--- src/rtl/ale_pkg.sv ---
// shared types and constants for the array list engine
package ale_pkg;

  // field widths of the request and result ports
  localparam int unsigned DATA_W = 32;
  localparam int unsigned KIND_W = 4;
  localparam int unsigned POS_W  = 4;
  localparam int unsigned REM_W  = 5;
  localparam int unsigned LEN_W  = 5;

  // operation codes
  localparam logic [KIND_W-1:0] KIND_INS_HEAD  = 4'd0;
  localparam logic [KIND_W-1:0] KIND_INS_TAIL  = 4'd1;
  localparam logic [KIND_W-1:0] KIND_INS_AFTER = 4'd2;
  localparam logic [KIND_W-1:0] KIND_DEL_HEAD  = 4'd3;
  localparam logic [KIND_W-1:0] KIND_DEL_TAIL  = 4'd4;
  localparam logic [KIND_W-1:0] KIND_DEL_MATCH = 4'd5;
  localparam logic [KIND_W-1:0] KIND_DEL_ALL   = 4'd6;
  localparam logic [KIND_W-1:0] KIND_SEARCH    = 4'd7;
  localparam logic [KIND_W-1:0] KIND_READ_HEAD = 4'd8;

  // sequencer states
  typedef enum logic [3:0] {
    ST_IDLE,
    ST_FIND_RD,
    ST_FIND_CMP,
    ST_SHR_RD,
    ST_SHR_WR,
    ST_PUT,
    ST_SHL_RD,
    ST_SHL_WR,
    ST_CMP_RD,
    ST_CMP_CHK,
    ST_DONE
  } ale_state_t;

endpackage

--- src/rtl/ale_store.sv ---
// entry memory with registered read and a copy of the head entry
module ale_store import ale_pkg::*; #(
  parameter int unsigned DEPTH = 16
) (
  input  logic                      clk,
  input  logic                      rd_en,
  input  logic [$clog2(DEPTH)-1:0]  rd_addr,
  output logic signed [DATA_W-1:0]  rd_data,
  input  logic                      wr_en,
  input  logic [$clog2(DEPTH)-1:0]  wr_addr,
  input  logic signed [DATA_W-1:0]  wr_data,
  output logic signed [DATA_W-1:0]  head
);

  logic signed [DATA_W-1:0] mem [DEPTH];

  // write port
  always_ff @(posedge clk) begin
    if (wr_en) begin
      mem[wr_addr] <= wr_data;
    end
  end

  // read port, data registered
  always_ff @(posedge clk) begin
    if (rd_en) begin
      rd_data <= mem[rd_addr];
    end
  end

  // head copy follows every write to the first slot
  always_ff @(posedge clk) begin
    if (wr_en && (wr_addr == '0)) begin
      head <= wr_data;
    end
  end

endmodule

--- src/rtl/array_list_engine.sv ---
// array list engine: ordered list of signed words with a small sequencer
//
// A request is taken on a clock edge where start is high and busy is low;
// kind selects the operation, value and key are its operands. The engine
// then walks its entry memory one entry at a time and raises done for
// exactly one cycle with the result on success, found, position,
// removed_count, head_value and length. The receiver cannot stall: done is
// not held, but the result fields keep their values until the next request
// is accepted. busy stays high from the accepting edge through the done cycle.
// Delete tail, read head, unused codes, inserts rejected as full and delete
// head on an empty list finish without touching the memory. The worst case
// is a scan of a full list. The pace is set by the single memory port pair:
// one read, then a compare or a write, per entry.
// Reset empties the list at once; entry contents are not cleared.
module array_list_engine import ale_pkg::*; #(
  parameter int unsigned DEPTH = 16
) (
  input  logic                     clk,
  input  logic                     rst,
  input  logic                     start,
  output logic                     busy,
  input  logic [KIND_W-1:0]        kind,
  input  logic signed [DATA_W-1:0] value,
  input  logic signed [DATA_W-1:0] key,
  output logic                     done,
  output logic                     success,
  output logic                     found,
  output logic [POS_W-1:0]         position,
  output logic [REM_W-1:0]         removed_count,
  output logic signed [DATA_W-1:0] head_value,
  output logic [LEN_W-1:0]         length
);

  localparam int unsigned IW = $clog2(DEPTH);
  localparam int unsigned CW = $clog2(DEPTH + 1);

  ale_state_t state, state_next;

  logic [CW-1:0]            cnt, cnt_next;
  logic [CW-1:0]            idx, idx_next;
  logic [CW-1:0]            aux, aux_next;
  logic [CW-1:0]            removed, removed_next;
  logic [IW-1:0]            pos, pos_next;
  logic                     succ, succ_next;
  logic                     hit, hit_next;
  logic [KIND_W-1:0]        kind_q, kind_next;
  logic signed [DATA_W-1:0] value_q, value_next;
  logic signed [DATA_W-1:0] key_q, key_next;

  logic                     rd_en, wr_en;
  logic [IW-1:0]            rd_addr, wr_addr;
  logic signed [DATA_W-1:0] rd_data, wr_data, head;

  logic [CW-1:0] idx_p1, idx_m1;
  logic          full;

  assign idx_p1 = idx + CW'(1);
  assign idx_m1 = idx - CW'(1);
  assign full   = (cnt == CW'(DEPTH));

  // entry memory
  ale_store #(
    .DEPTH(DEPTH)
  ) u_store (
    .clk    (clk),
    .rd_en  (rd_en),
    .rd_addr(rd_addr),
    .rd_data(rd_data),
    .wr_en  (wr_en),
    .wr_addr(wr_addr),
    .wr_data(wr_data),
    .head   (head)
  );

  // control registers
  always_ff @(posedge clk) begin
    if (rst) begin
      state <= ST_IDLE;
      cnt   <= '0;
    end else begin
      state <= state_next;
      cnt   <= cnt_next;
    end
  end

  // working registers and result fields
  always_ff @(posedge clk) begin
    idx     <= idx_next;
    aux     <= aux_next;
    removed <= removed_next;
    pos     <= pos_next;
    succ    <= succ_next;
    hit     <= hit_next;
    kind_q  <= kind_next;
    value_q <= value_next;
    key_q   <= key_next;
  end

  // sequencer: next state, memory controls
  always_comb begin
    state_next   = state;
    cnt_next     = cnt;
    idx_next     = idx;
    aux_next     = aux;
    removed_next = removed;
    pos_next     = pos;
    succ_next    = succ;
    hit_next     = hit;
    kind_next    = kind_q;
    value_next   = value_q;
    key_next     = key_q;
    rd_en        = 1'b0;
    rd_addr      = idx[IW-1:0];
    wr_en        = 1'b0;
    wr_addr      = idx[IW-1:0];
    wr_data      = rd_data;

    case (state)
      ST_IDLE: begin
        if (start) begin
          kind_next    = kind;
          value_next   = value;
          key_next     = key;
          succ_next    = 1'b0;
          hit_next     = 1'b0;
          pos_next     = '0;
          removed_next = '0;
          idx_next     = '0;
          aux_next     = '0;
          case (kind)
            KIND_INS_HEAD: begin
              if (full) begin
                state_next = ST_DONE;
              end else begin
                idx_next   = cnt;
                state_next = ST_SHR_RD;
              end
            end
            KIND_INS_TAIL: begin
              if (full) begin
                state_next = ST_DONE;
              end else begin
                idx_next   = cnt;
                aux_next   = cnt;
                state_next = ST_SHR_RD;
              end
            end
            KIND_INS_AFTER: begin
              state_next = full ? ST_DONE : ST_FIND_RD;
            end
            KIND_DEL_HEAD: begin
              state_next = (cnt == '0) ? ST_DONE : ST_SHL_RD;
            end
            KIND_DEL_TAIL: begin
              if (cnt != '0) begin
                cnt_next  = cnt - CW'(1);
                succ_next = 1'b1;
              end
              state_next = ST_DONE;
            end
            KIND_DEL_MATCH, KIND_SEARCH: begin
              state_next = ST_FIND_RD;
            end
            KIND_DEL_ALL: begin
              state_next = ST_CMP_RD;
            end
            default: begin
              state_next = ST_DONE;
            end
          endcase
        end
      end

      // scan for the first entry equal to key
      ST_FIND_RD: begin
        if (idx == cnt) begin
          state_next = ST_DONE;
        end else begin
          rd_en      = 1'b1;
          state_next = ST_FIND_CMP;
        end
      end
      ST_FIND_CMP: begin
        if (rd_data == key_q) begin
          case (kind_q)
            KIND_INS_AFTER: begin
              aux_next   = idx_p1;
              idx_next   = cnt;
              state_next = ST_SHR_RD;
            end
            KIND_DEL_MATCH: begin
              state_next = ST_SHL_RD;
            end
            default: begin
              hit_next   = 1'b1;
              pos_next   = idx[IW-1:0];
              state_next = ST_DONE;
            end
          endcase
        end else begin
          idx_next   = idx_p1;
          state_next = ST_FIND_RD;
        end
      end

      // open a slot at aux by moving entries up from the tail
      ST_SHR_RD: begin
        if (idx > aux) begin
          rd_en      = 1'b1;
          rd_addr    = idx_m1[IW-1:0];
          state_next = ST_SHR_WR;
        end else begin
          state_next = ST_PUT;
        end
      end
      ST_SHR_WR: begin
        wr_en      = 1'b1;
        idx_next   = idx_m1;
        state_next = ST_SHR_RD;
      end
      ST_PUT: begin
        wr_en      = 1'b1;
        wr_addr    = aux[IW-1:0];
        wr_data    = value_q;
        cnt_next   = cnt + CW'(1);
        succ_next  = 1'b1;
        state_next = ST_DONE;
      end

      // close the slot at idx by moving entries down
      ST_SHL_RD: begin
        if (idx_p1 < cnt) begin
          rd_en      = 1'b1;
          rd_addr    = idx_p1[IW-1:0];
          state_next = ST_SHL_WR;
        end else begin
          cnt_next   = cnt - CW'(1);
          succ_next  = 1'b1;
          state_next = ST_DONE;
        end
      end
      ST_SHL_WR: begin
        wr_en      = 1'b1;
        idx_next   = idx_p1;
        state_next = ST_SHL_RD;
      end

      // compaction: idx reads, aux writes survivors
      ST_CMP_RD: begin
        if (idx == cnt) begin
          cnt_next   = aux;
          succ_next  = (removed != '0);
          state_next = ST_DONE;
        end else begin
          rd_en      = 1'b1;
          state_next = ST_CMP_CHK;
        end
      end
      ST_CMP_CHK: begin
        if (rd_data == key_q) begin
          removed_next = removed + CW'(1);
        end else begin
          wr_en    = 1'b1;
          wr_addr  = aux[IW-1:0];
          aux_next = aux + CW'(1);
        end
        idx_next   = idx_p1;
        state_next = ST_CMP_RD;
      end

      ST_DONE: begin
        state_next = ST_IDLE;
      end

      default: begin
        state_next = ST_IDLE;
      end
    endcase
  end

  // result ports, narrow fields masked to their widths
  logic [IW+POS_W-1:0] pos_ext;
  logic [CW+REM_W-1:0] rem_ext;
  logic [CW+LEN_W-1:0] len_ext;

  assign pos_ext = {{POS_W{1'b0}}, pos};
  assign rem_ext = {{REM_W{1'b0}}, removed};
  assign len_ext = {{LEN_W{1'b0}}, cnt};

  assign busy          = (state != ST_IDLE);
  assign done          = (state == ST_DONE);
  assign success       = succ;
  assign found         = hit;
  assign position      = pos_ext[POS_W-1:0];
  assign removed_count = rem_ext[REM_W-1:0];
  assign length        = len_ext[LEN_W-1:0];
  assign head_value    = (cnt != '0) ? head : '1;

endmodule

--- config.mk ---
export PLATFORM = sky130hd
export DESIGN_NAME = array_list_engine
export DESIGN_NICKNAME = d
export VERILOG_FILES = /design/src/rtl/ale_pkg.sv /design/src/rtl/ale_store.sv /design/src/rtl/array_list_engine.sv
export SDC_FILE = /design/constraint.sdc
export NUM_CORES = 1
export LEC_CHECK = 0
export CAP_MARGIN = 20
export CORE_MARGIN = 2
export CORE_UTILIZATION = 50
export CTS_CLUSTER_DIAMETER = 150
export DETAILED_ROUTE_END_ITERATION = 6
export DONT_BUFFER_PORTS = 1
export GPL_ROUTABILITY_DRIVEN = 0
export PLACE_DENSITY = 0.68
export SETUP_SLACK_MARGIN = 0.5
export SLEW_MARGIN = 25
export SYNTH_ARGS = -nofsm -noshare
export SYNTH_HDL_FRONTEND = slang
export SYNTH_SLANG_ARGS = --single-unit
--- constraint.sdc ---
create_clock -name clk -period 5.2 [get_ports clk]
set_input_delay 1.56 -clock clk [delete_from_list [all_inputs] [get_ports clk]]
set_output_delay 1.56 -clock clk [all_outputs]
set_load 0.005 [all_outputs]
# --- Word level (Yosys, flattened, before mapping) ---
# Memories as Yosys holds them, arrays and structs flattened. A register that Yosys moved wholly into a read port is not among the register bits.
# Cells that the tools add are included.
classes:
  add_sub_neg: 6
  order_cmp: 2
  eq_ne: 33
  mux: 62
  reduce_logical: 26
ops:
  columns: ["op", "count"]
  rows:
  - ["5-bit two-way mux", 17]
  - ["32-bit two-way mux", 2]
  - ["4-bit two-way mux", 13]
  - ["4-bit one-hot mux with 10 select lines", 1]
  - ["5-bit one-hot mux with 4 select lines", 2]
  - ["4-bit by 3-bit == test with 1-bit output (second input constant)", 9]
  - ["32-bit == test", 1]
  - ["4-bit one-hot mux with 2 select lines", 4]
  - ["5-bit by 1-bit adder with 5-bit output (second input constant)", 4]
  - ["4-bit by 2-bit == test with 1-bit output (second input constant)", 5]
  - ["4-bit one-hot mux with 5 select lines", 1]
  - ["2-bit inequality test (second input constant)", 8]
  - ["1-bit two-way mux", 15]
  - ["5-bit one-hot mux with 3 select lines", 1]
  - ["4-bit == test (second input constant)", 3]
  - ["4-bit zero test", 3]
  - ["4-bit nonzero test", 3]
  - ["5-bit one-hot mux with 2 select lines", 1]
  - ["5-bit nonzero test", 2]
  - ["2-bit OR reduction", 5]
  - ["5-bit by 1-bit subtractor with 5-bit output (second input constant)", 2]
  - ["4-bit by 1-bit == test with 1-bit output (second input constant)", 2]
  - ["4-bit AND reduction", 2]
  - ["3-bit AND reduction", 2]
  - ["18 further kinds", 21]
totals:
  regBits: 130
  ramBits: 512
  input_bits: 71
  output_inout_bits: 50
  elab_cells: 142
  memories: 1
memory_table:
  columns: ["name", "words", "word_bits", "rd", "rd_ports_with_merged_regs", "wr", "line_no", "source"]
  rows:
  - ["u_store.mem", 16, 32, 1, 1, 1, "ale_store.sv:15", "logic signed [DATA_W-1:0] mem [DEPTH];"]

# --- Depth between registers and ports, before layout ---
# Gate-level depths: netlist of the first run.
depth:
  depth_word: 5
  mapped_depth: 16
  ltp_nobuf: 12

# --- By module ---
# Synthesis of the first run repeated with hierarchy kept, for this count alone.
unflattened:
  hier_cells: 1355
  hier_area_um2: 25956.1
modules_own_cells:
  columns: ["module", "instances", "cells_each", "area_each_um2", "seq_area_each_um2"]
  rows:
  - ["ale_store", 1, 838, 20156.8, 16335.7]
  - ["array_list_engine", 1, 517, 5799.3, 2852.7]

# --- Least setup slack after synthesis of the first run ---
# No wires, ideal clock.
synth_path:
  kind: "register to register"
  from: "register u_store.rd_data[7] (read register of u_store.mem)"
  to: "memory u_store.mem[12][0] (enable)"
  setup_time_ns: 0.461
  arrival_time_ns: 4.111
  t_required_ns: 4.739
  slack_ns: 0.628
  stages_incl_launch_ff: 9
  n_path_buf: 1
  synth_period_minus_slack_ns: 4.572
  path_cell_list: "edfxtp_1 xnor2_1 nand4_1 nor4_1 nand2_1 a21oi_2 buf_2 a31oi_1 nor3_1"
synth_via:
  elab_chain_len: 5
  word_cells_on_any_way: 7
  classes_between: "eq/ne (1); mux (6)"
synth_rtl:
  columns: ["element", "line_no", "source"]
  rows:
  - ["start: declaration", "ale_store.sv:8", "output logic signed [DATA_W-1:0] rd_data,"]
  - ["32-bit == test *", "array_list_engine.sv:260", "if (rd_data == key_q) begin"]
  - ["1-bit two-way mux", "array_list_engine.sv:260", null]
  - ["1-bit one-hot mux with 2 select lines", "array_list_engine.sv:118", "case (state)"]
  - ["1-bit two-way mux", "ale_store.sv:19", "if (wr_en) begin"]
  - ["1-bit two-way mux (implied by the code)", "ale_store.sv:20", "mem[wr_addr] <= wr_data;"]
  - ["end: declaration", "ale_store.sv:15", null]
# Mark *: on every way between the ends. The rest lies on a longest branch, timed or not.

# --- Final worst setup path of the first run ---
layout_path:
  from: "register key_q[23]"
  to: "memory u_store.mem[3][6] (enable)"
layout_via:
  elab_chain_len: 5
  word_cells_on_any_way: 7
  classes_between: "eq/ne (1); mux (6)"
layout_rtl:
  columns: ["element", "line_no", "source"]
  rows:
  - ["start: declaration", "array_list_engine.sv:48", "logic signed [DATA_W-1:0] key_q, key_next;"]
  - ["start signal: assignment", "array_list_engine.sv:96", "key_q <= key_next;"]
  - ["32-bit == test *", "array_list_engine.sv:260", null]
  - ["1-bit two-way mux", "array_list_engine.sv:260", null]
  - ["1-bit one-hot mux with 2 select lines", "array_list_engine.sv:118", null]
  - ["1-bit two-way mux", "ale_store.sv:19", null]
  - ["1-bit two-way mux (implied by the code)", "ale_store.sv:20", null]
# Marked as above.

==> impl_metrics.env, run 1 <==
export IMPL_startpoint="key_q[23]$_DFFE_PP_"
export IMPL_cts_sinks=642
export IMPL_root_buffer="clkbuf_16"
export IMPL_async_flop_share_pct=0
export IMPL_gr_total_overflow=0
export IMPL_layout_drive_gt1_share_pct=12.6
export IMPL_setup_tns_ns=0
export IMPL_worst_setup_path_start_kind="register"
export IMPL_ir_worst_vdd_mv=0.544
export IMPL_syn_avg_cell_area_um2=14.1
export IMPL_rr_startpoint="key_q[23]$_DFFE_PP_"
export IMPL_hold_viol=0
export IMPL_synth_top_cell_by_area="edfxtp_1"
export IMPL_relSlewSlack_pct=35.4
export IMPL_insertion_delay_ns=0.60
export IMPL_required_ns=5.44
export IMPL_status="finished, violations left"
export IMPL_final_antenna_net_count=0
export IMPL_hold_start="kind_q[3]$_DFFE_PP_"
export IMPL_pre_cts_slack_ns=0.460
export IMPL_timing_final_ws_setup_ns=0.737
export IMPL_synth_top_area_share_pct=72.0
export IMPL_dr_wl_met3_um=5300
export IMPL_netlist_instances=1876
export IMPL_end_kind="register"
export IMPL_highest_layer="met5"
export IMPL_post_route_period_util_pct=85.8
export IMPL_synth_nets=1966
export IMPL_yosysSeqAreaShare_pct=72.7
export IMPL_grt_pass1_wl_um=98400
export IMPL_place_area_um2=27400
export IMPL_drv_slew=0
export IMPL_dieArea_um2=54700
export IMPL_placementRows=84
export IMPL_io_buffers=0
export IMPL_rsz0062_at_grt="no"
export IMPL_r2r_setup_slack_ns=0.74
export IMPL_clkTransAtPathRegs_ns=0.06
export IMPL_crit_fanout=21
export IMPL_insertedDiodeCount=0
export IMPL_grt_antenna_before_repair=1
export IMPL_holdPathEnd="state[2]$_SDFFE_PP0N_"
export IMPL_fmax_mhz=224
export IMPL_area_delta_synth_final_pct=12.2
export IMPL_wl_um=66800
export IMPL_avgRoutedWirePerCell_um=25.5
export IMPL_rr_worst_depth=9
export IMPL_htreeDepth=3
export IMPL_synth_area_um2=26400
export IMPL_power_leakage_nw=9.62
export IMPL_routed_via_density=6.20
export IMPL_hp_class="register to register"
export IMPL_cts_buffers=69
export IMPL_power_density_nw_per_um2=609
export IMPL_drc=9
export IMPL_synth_edf_count=633
export IMPL_synth_cell_types=61
export IMPL_worstPathArrival_ns=4.70
export IMPL_violations="DRC"
export IMPL_cts_tree="built"
export IMPL_synthTopCellsByArea="edfxtp_1, nand2_1, a32oi_1"
export IMPL_period_needed_ns=4.46
export IMPL_hpwl_um=37500
export IMPL_r2r_end="u_store.mem[3][6]$_DFFE_PP_"
export IMPL_critical_path_class="register to register"
export IMPL_fin_util_pct=56.6
export IMPL_start_util_pct=50.4
export IMPL_clk_path_buf_depth=3
export IMPL_ys_flop_type="edfxtp_1"
export IMPL_vias=16200
export IMPL_wl_met1_um=27300
export IMPL_ys_ff_latch=642
export IMPL_wl_met2_um=31700
export IMPL_firstDrtPassIters=7
export IMPL_track_usage_pct=24.5
export IMPL_grt_pass1_vias=15500
export IMPL_setup_violations=0
export IMPL_pin_count=121
export IMPL_worstMarginPinSlew_ns=0.967
export IMPL_hold_depth=3
export IMPL_grt_max_degree=103
export IMPL_fp_dieW_um=234
export IMPL_nets=1975
export IMPL_ys_warn_count=0
export IMPL_stdcell_area_um2=29600
export IMPL_core_area_um2=52300
export IMPL_fin_skew_ns=0.0181
export IMPL_drtIter0Drc=2104
export IMPL_fp_dieH_um=234
export IMPL_max_cap_violations=0
-- cell families (layout without fill, tap and decap cells) --
| kind of cell | Yosys count | after routing | synth area share [%] |
|---|---|---|---|
| buffers and inverters | 141 | 197 | 2.45 |
| flip-flops | 642 | 642 | 72.7 |
| AND/OR/NAND/NOR | 574 | 574 | 9.26 |
| XOR/XNOR | 55 | 55 | 1.82 |
| multiplexers | 66 | 66 | 2.65 |
| AO/OA/AOI/OAI | 379 | 379 | 10.2 |
| adder cells (fa/ha/maj) | 19 | 19 | 0.929 |
-- per-stage QoR --
stage	instances	power [W]	hold slack [ns]
floorplan	1876	0.0115	0.536
global placement	2501	0.0131	0.575
detailed placement	2501	0.0133	0.578
CTS	2619	0.0181	0.587
global route	2620	0.0189	0.649
finish	2620	0.0180	0.587
-- routing by layer --
metal	up-vias	global-route usage, %
met5	-	0
met1	8076	33.9
li1	7170	-
met4	2	9.55
met2	842	38.7
met3	150	4.75
-- timing repair --
| item | CTS | global route |
|---|---|---|
| gates resized for setup | 1 | 1 |
| setup endpoints to repair | 138 | 10 |
| pin swaps | 0 | 0 |
| hold buffers | 0 | 0 |
| setup buffers | 0 | 0 |
-- cells in the mapped netlist, drive strengths merged, types with 35 or more instances --
library cell  number
a21oi            152
a221o             35
a22oi             35
a32oi             98
buf               51
clkbuf            62
edfxtp           633
nand2            381
nand3             46
nor2              47
or2               36
xnor2             49
-- placed cells by master (no fill, tap or decap), types with 4 or more instances in the layout --
cell and instances:
edfxtp_1 633, nand2_1 380, a21oi_1 151, a32oi_1 98, clkbuf_16 72, xnor2_1 49, nand3_1 46, nor2_1 42
a221o_1 35, a22oi_1 35, or2_2 34, mux2i_1 34, buf_4 34, mux2_2 32, inv_1 26, ha_1 18
nor3_2 17, o21ai_0 16, clkbuf_1 16, buf_12 16, nor3_1 14, clkinv_1 11, nand4_1 11, a31oi_1 9
dfxtp_1 9, clkinv_2 8, xor2_1 6, bufinv_16 6, o221ai_1 5, nor4_1 5, a211oi_1 4, inv_6 4
-- registers in the layout (all words and copies together), names as in the netlist --
| name | cells |
|---|---|
| aux | 5 |
| found | 1 |
| idx | 5 |
| key_q | 32 |
| kind_q | 4 |
| length | 5 |
| position | 4 |
| removed_count | 5 |
| state | 4 |
| success | 1 |
| u_store.head | 11 |
| u_store.mem | 501 |
| u_store.rd_data | 32 |
| value_q | 32 |
-- area by class of cell --
class                      instances  area [µm²]
inverter                          28         106
tap                              688         861
timing repair buffer              51         581
multi-input combinational       1093        6700
clock inverter                    29         312
fill                            4056       22700
clock buffer                      89        1880
sequential                       642       19200
-- power by group --
group	internal, W	switching, W
clock network	0.00284	0.00195
logic	0.00178	0.00398
registers	0.00705	0.000461
-- worst max-delay path, stage by stage, from the launching register on --
cell and delay [ns]:
edfxtp_1 0.41, xnor2_1 0.49, nand4_1 0.41, nor4_2 0.72, nand2_1 0.13, buf_4 0.21, a21oi_2 0.53, a31oi_1 0.38
nor3_2 0.34, buf_4 0.46
-- worst max path at each step --
stage / endpoint / slack, ns / cells after the start
after floorplan: u_store.mem[12][0]$_DFFE_PP_ / 0.63 / 8
after global placement: u_store.mem[12][16]$_DFFE_PP_ / 0.52 / 9
after detailed placement: u_store.mem[12][16]$_DFFE_PP_ / 0.46 / 9
after CTS: head_value[31] / 0.73 / 3
after global routing: u_store.mem[12][2]$_DFFE_PP_ / 0.51 / 9
final: u_store.mem[3][6]$_DFFE_PP_ / 0.74 / 9
Power figures use the tool's default switching activity.
==> inputs of run 2 (changes only) <==
--- a/config.mk
+++ b/config.mk
@@ -5,6 +5,7 @@
 export SDC_FILE = /design/constraint.sdc
 export NUM_CORES = 1
 export LEC_CHECK = 0
+export ABC_AREA = 1
 export CAP_MARGIN = 20
 export CORE_MARGIN = 2
 export CORE_UTILIZATION = 50
==> impl_metrics.env, run 2 <==
export IMPL_final_antenna_net_count=0
export IMPL_critical_path_class="register to primary output"
export IMPL_core_area_um2=56700
export IMPL_synth_edf_count=633
export IMPL_synth_top_area_share_pct=66.0
export IMPL_postCtsHoldBufs=0
export IMPL_grt_pass1_wl_um=112000
export IMPL_nets=2799
export IMPL_htreeDepth=3
export IMPL_async_flop_share_pct=0
export IMPL_power_density_nw_per_um2=586
export IMPL_timing_hold_ws_ns=0.596
export IMPL_rsz0062_at_grt="yes"
export IMPL_start_util_pct=50.8
export IMPL_clkTransAtPathRegs_ns=0.06
export IMPL_worstPathArrival_ns=2.88
export IMPL_slowest_stage="clkinv_1"
export IMPL_relSlewSlack_pct=21.3
export IMPL_setup_tns_ns=0
export IMPL_end_kind="primary output"
export IMPL_mostFrequentLayoutCell="nand3_1"
export IMPL_syn_avg_cell_area_um2=10.6
export IMPL_placedCellCount=3393
export IMPL_yosysSeqAreaShare_pct=66.6
export IMPL_cts_tree="built"
export IMPL_ys_warn_count=0
export IMPL_synthTopCellsByCount="nand3_1, nand2_1, edfxtp_1"
export IMPL_pin_count=121
export IMPL_setup_violations=0
export IMPL_drc=0
export IMPL_layout_common_cells="nand3_1, nand2_1, edfxtp_1"
export IMPL_critPathTopFamily="buffers and inverters"
export IMPL_cts_setup_buffers=0
export IMPL_worst_setup_path_start_kind="register"
export IMPL_fin_skew_ns=0.0189
export IMPL_synth_cell_types=48
export IMPL_period_needed_ns=4.44
export IMPL_ys_flop_type="edfxtp_1"
export IMPL_synth_top_cell_by_area="edfxtp_1"
export IMPL_hp_class="register to register"
export IMPL_synthTopCellsByArea="edfxtp_1, nand3_1, nand2_1"
export IMPL_fin_util_pct=56.1
export IMPL_top_register="u_store.mem"
export IMPL_fmax_mhz=225
export IMPL_power_leakage_nw=12.8
export IMPL_cts_buffers=69
export IMPL_crit_fanout=19
export IMPL_grt_antenna_before_repair=0
export IMPL_required_ns=3.64
export IMPL_avgRoutedWirePerCell_um=20.7
export IMPL_fin_cells=3511
export IMPL_synth_nets=2821
export IMPL_register_area_um2=19200
export IMPL_path_cells="inv_1, nand4_1, nor2_1, clkinv_1, buf_4, nand2_1"
export IMPL_routed_via_density=5.61
export IMPL_placementRows=87
export IMPL_largest_reg_flops=501
export IMPL_max_cap_violations=0
export IMPL_insertion_delay_ns=0.61
export IMPL_root_buffer="clkbuf_16"
export IMPL_vias=19700
export IMPL_synth_most_common_cell="nand3_1"
export IMPL_multi_input_area_um2=7590
export IMPL_grt_pass1_vias=19200
export IMPL_firstDrtPassIters=6
export IMPL_wl_um=72500
export IMPL_status="complete, no violations"
export IMPL_dieArea_um2=59600
export IMPL_ir_worst_vdd_mv=0.365
export IMPL_hold_viol=0
export IMPL_ys_ff_latch=642
export IMPL_insertedDiodeCount=0
export IMPL_drv_slew=0
export IMPL_grt_max_degree=201
export IMPL_netlist_instances=2731
export IMPL_hpwl_um=42100
export IMPL_critPathBufInv=3
export IMPL_ctsResizeCount=0
export IMPL_io_buffers=0
export IMPL_post_route_period_util_pct=85.4
export IMPL_fp_dieH_um=244
export IMPL_n_fill_cell=4656
export IMPL_cts_sinks=642
export IMPL_drtIter0Drc=2334
export IMPL_worstMarginPinSlew_ns=1.18
export IMPL_layout_drive_gt1_share_pct=7.62
export IMPL_fp_dieW_um=244
export IMPL_area_delta_synth_final_pct=10.5
export IMPL_clk_path_buf_depth=3
export IMPL_track_usage_pct=24.3
export IMPL_worst_path_largest_cell_delay_ns=0.65
export IMPL_gr_total_overflow=0
export IMPL_synth_area_um2=28800
## run 2: changes by cell type after synthesis, moves of 30 or more
cell | before | now
a21oi_1 | 151 | 30
a221o_1 | 35 | 0
a22oi_1 | 35 | 0
a32oi_1 | 98 | 0
buf_2 | 26 | 104
clkbuf_1 | 61 | 13
inv_1 | 27 | 394
mux2i_1 | 34 | 0
nand2_1 | 381 | 637
nand3_1 | 46 | 646
nor2_1 | 46 | 76
xnor2_1 | 49 | 19
## run 2: metal layers
layer | wire (µm) | vias to the layer above | part of all wire [%] | GRT usage, %
li1 | - | 9172 | - | -
met4 | 2570 | 0 | 3.5 | 10.4
met3 | 5740 | 162 | 7.9 | 3.95
met5 | 0 | - | 0 | 0
met1 | 29800 | 9413 | 41 | 32.8
met2 | 34400 | 946 | 47 | 39.4
## run 2: path summary, 6_finish.rpt
path / slack (ns) / end / startpoint / cells past startpoint
max: 0.76 / head_value[3] / length[1]$_SDFFE_PP0P_ / 6
min: 0.60 / length[2]$_SDFFE_PP0P_ / length[2]$_SDFFE_PP0P_ / 2
max reg2reg: 0.79 / u_store.mem[12][7]$_DFFE_PP_ / u_store.rd_data[17]$_DFFE_PP_ / 13
min reg2reg: 0.60 / length[2]$_SDFFE_PP0P_ / length[2]$_SDFFE_PP0P_ / 2
## run 2: kinds of logic (layout without fill, tap and decap cells)
kind of cell / after synthesis / after routing / share of synthesized area (%)
AOI/OAI and AO/OA: 76 / 76 / 1.52
xor gates and xnor gates: 28 / 28 / 0.851
adders and majority gates: 19 / 19 / 0.851
buffers and inverters: 543 / 567 / 7.81
DFF: 642 / 642 / 66.6
muxes: 23 / 23 / 0.899
and+or+nand+nor: 1400 / 1400 / 21.5
## run 2: stage by stage
stage               worst slack, ns  cell area (µm²)  power [W]
floorplan                      1.41            28800     0.0119
global placement              0.920            29700     0.0139
detailed placement            0.845            29700     0.0140
CTS                           0.720            31800     0.0187
global route                  0.481            31800     0.0197
finish                        0.762            31800     0.0186
## run 2: report_power, final
group          switching (W)  leakage (nW)  internal [W]  total, W
Clock                0.00195          1.01       0.00267   0.00462
Combinational        0.00478          5.93       0.00180   0.00657
Sequential          0.000388          5.83       0.00707   0.00745
## run 2: worst reg2reg max path, cell delays in order (launching register included)
cell and delay (ns):
edfxtp_1 0.38, inv_1 0.18, or2_2 0.14, nand3_1 0.10, nor2_1 0.37, nand2_1 0.24, nor2_1 0.14, nand2_1 0.14
nand2_1 0.21, nand2_1 0.24, o21ai_0 0.37, nand3_1 0.39, nor2_4 0.83, buf_4 0.37
## run 2: final cells by class
type / count / share of cell area [%]
clock buffer: 90 / 5.74
clock inverter: 27 / 0.786
inverter: 400 / 4.72
multi-input combinational: 1546 / 23.8
sequential: 642 / 60.3
tap: 756 / 2.97
timing repair buffer: 50 / 1.67
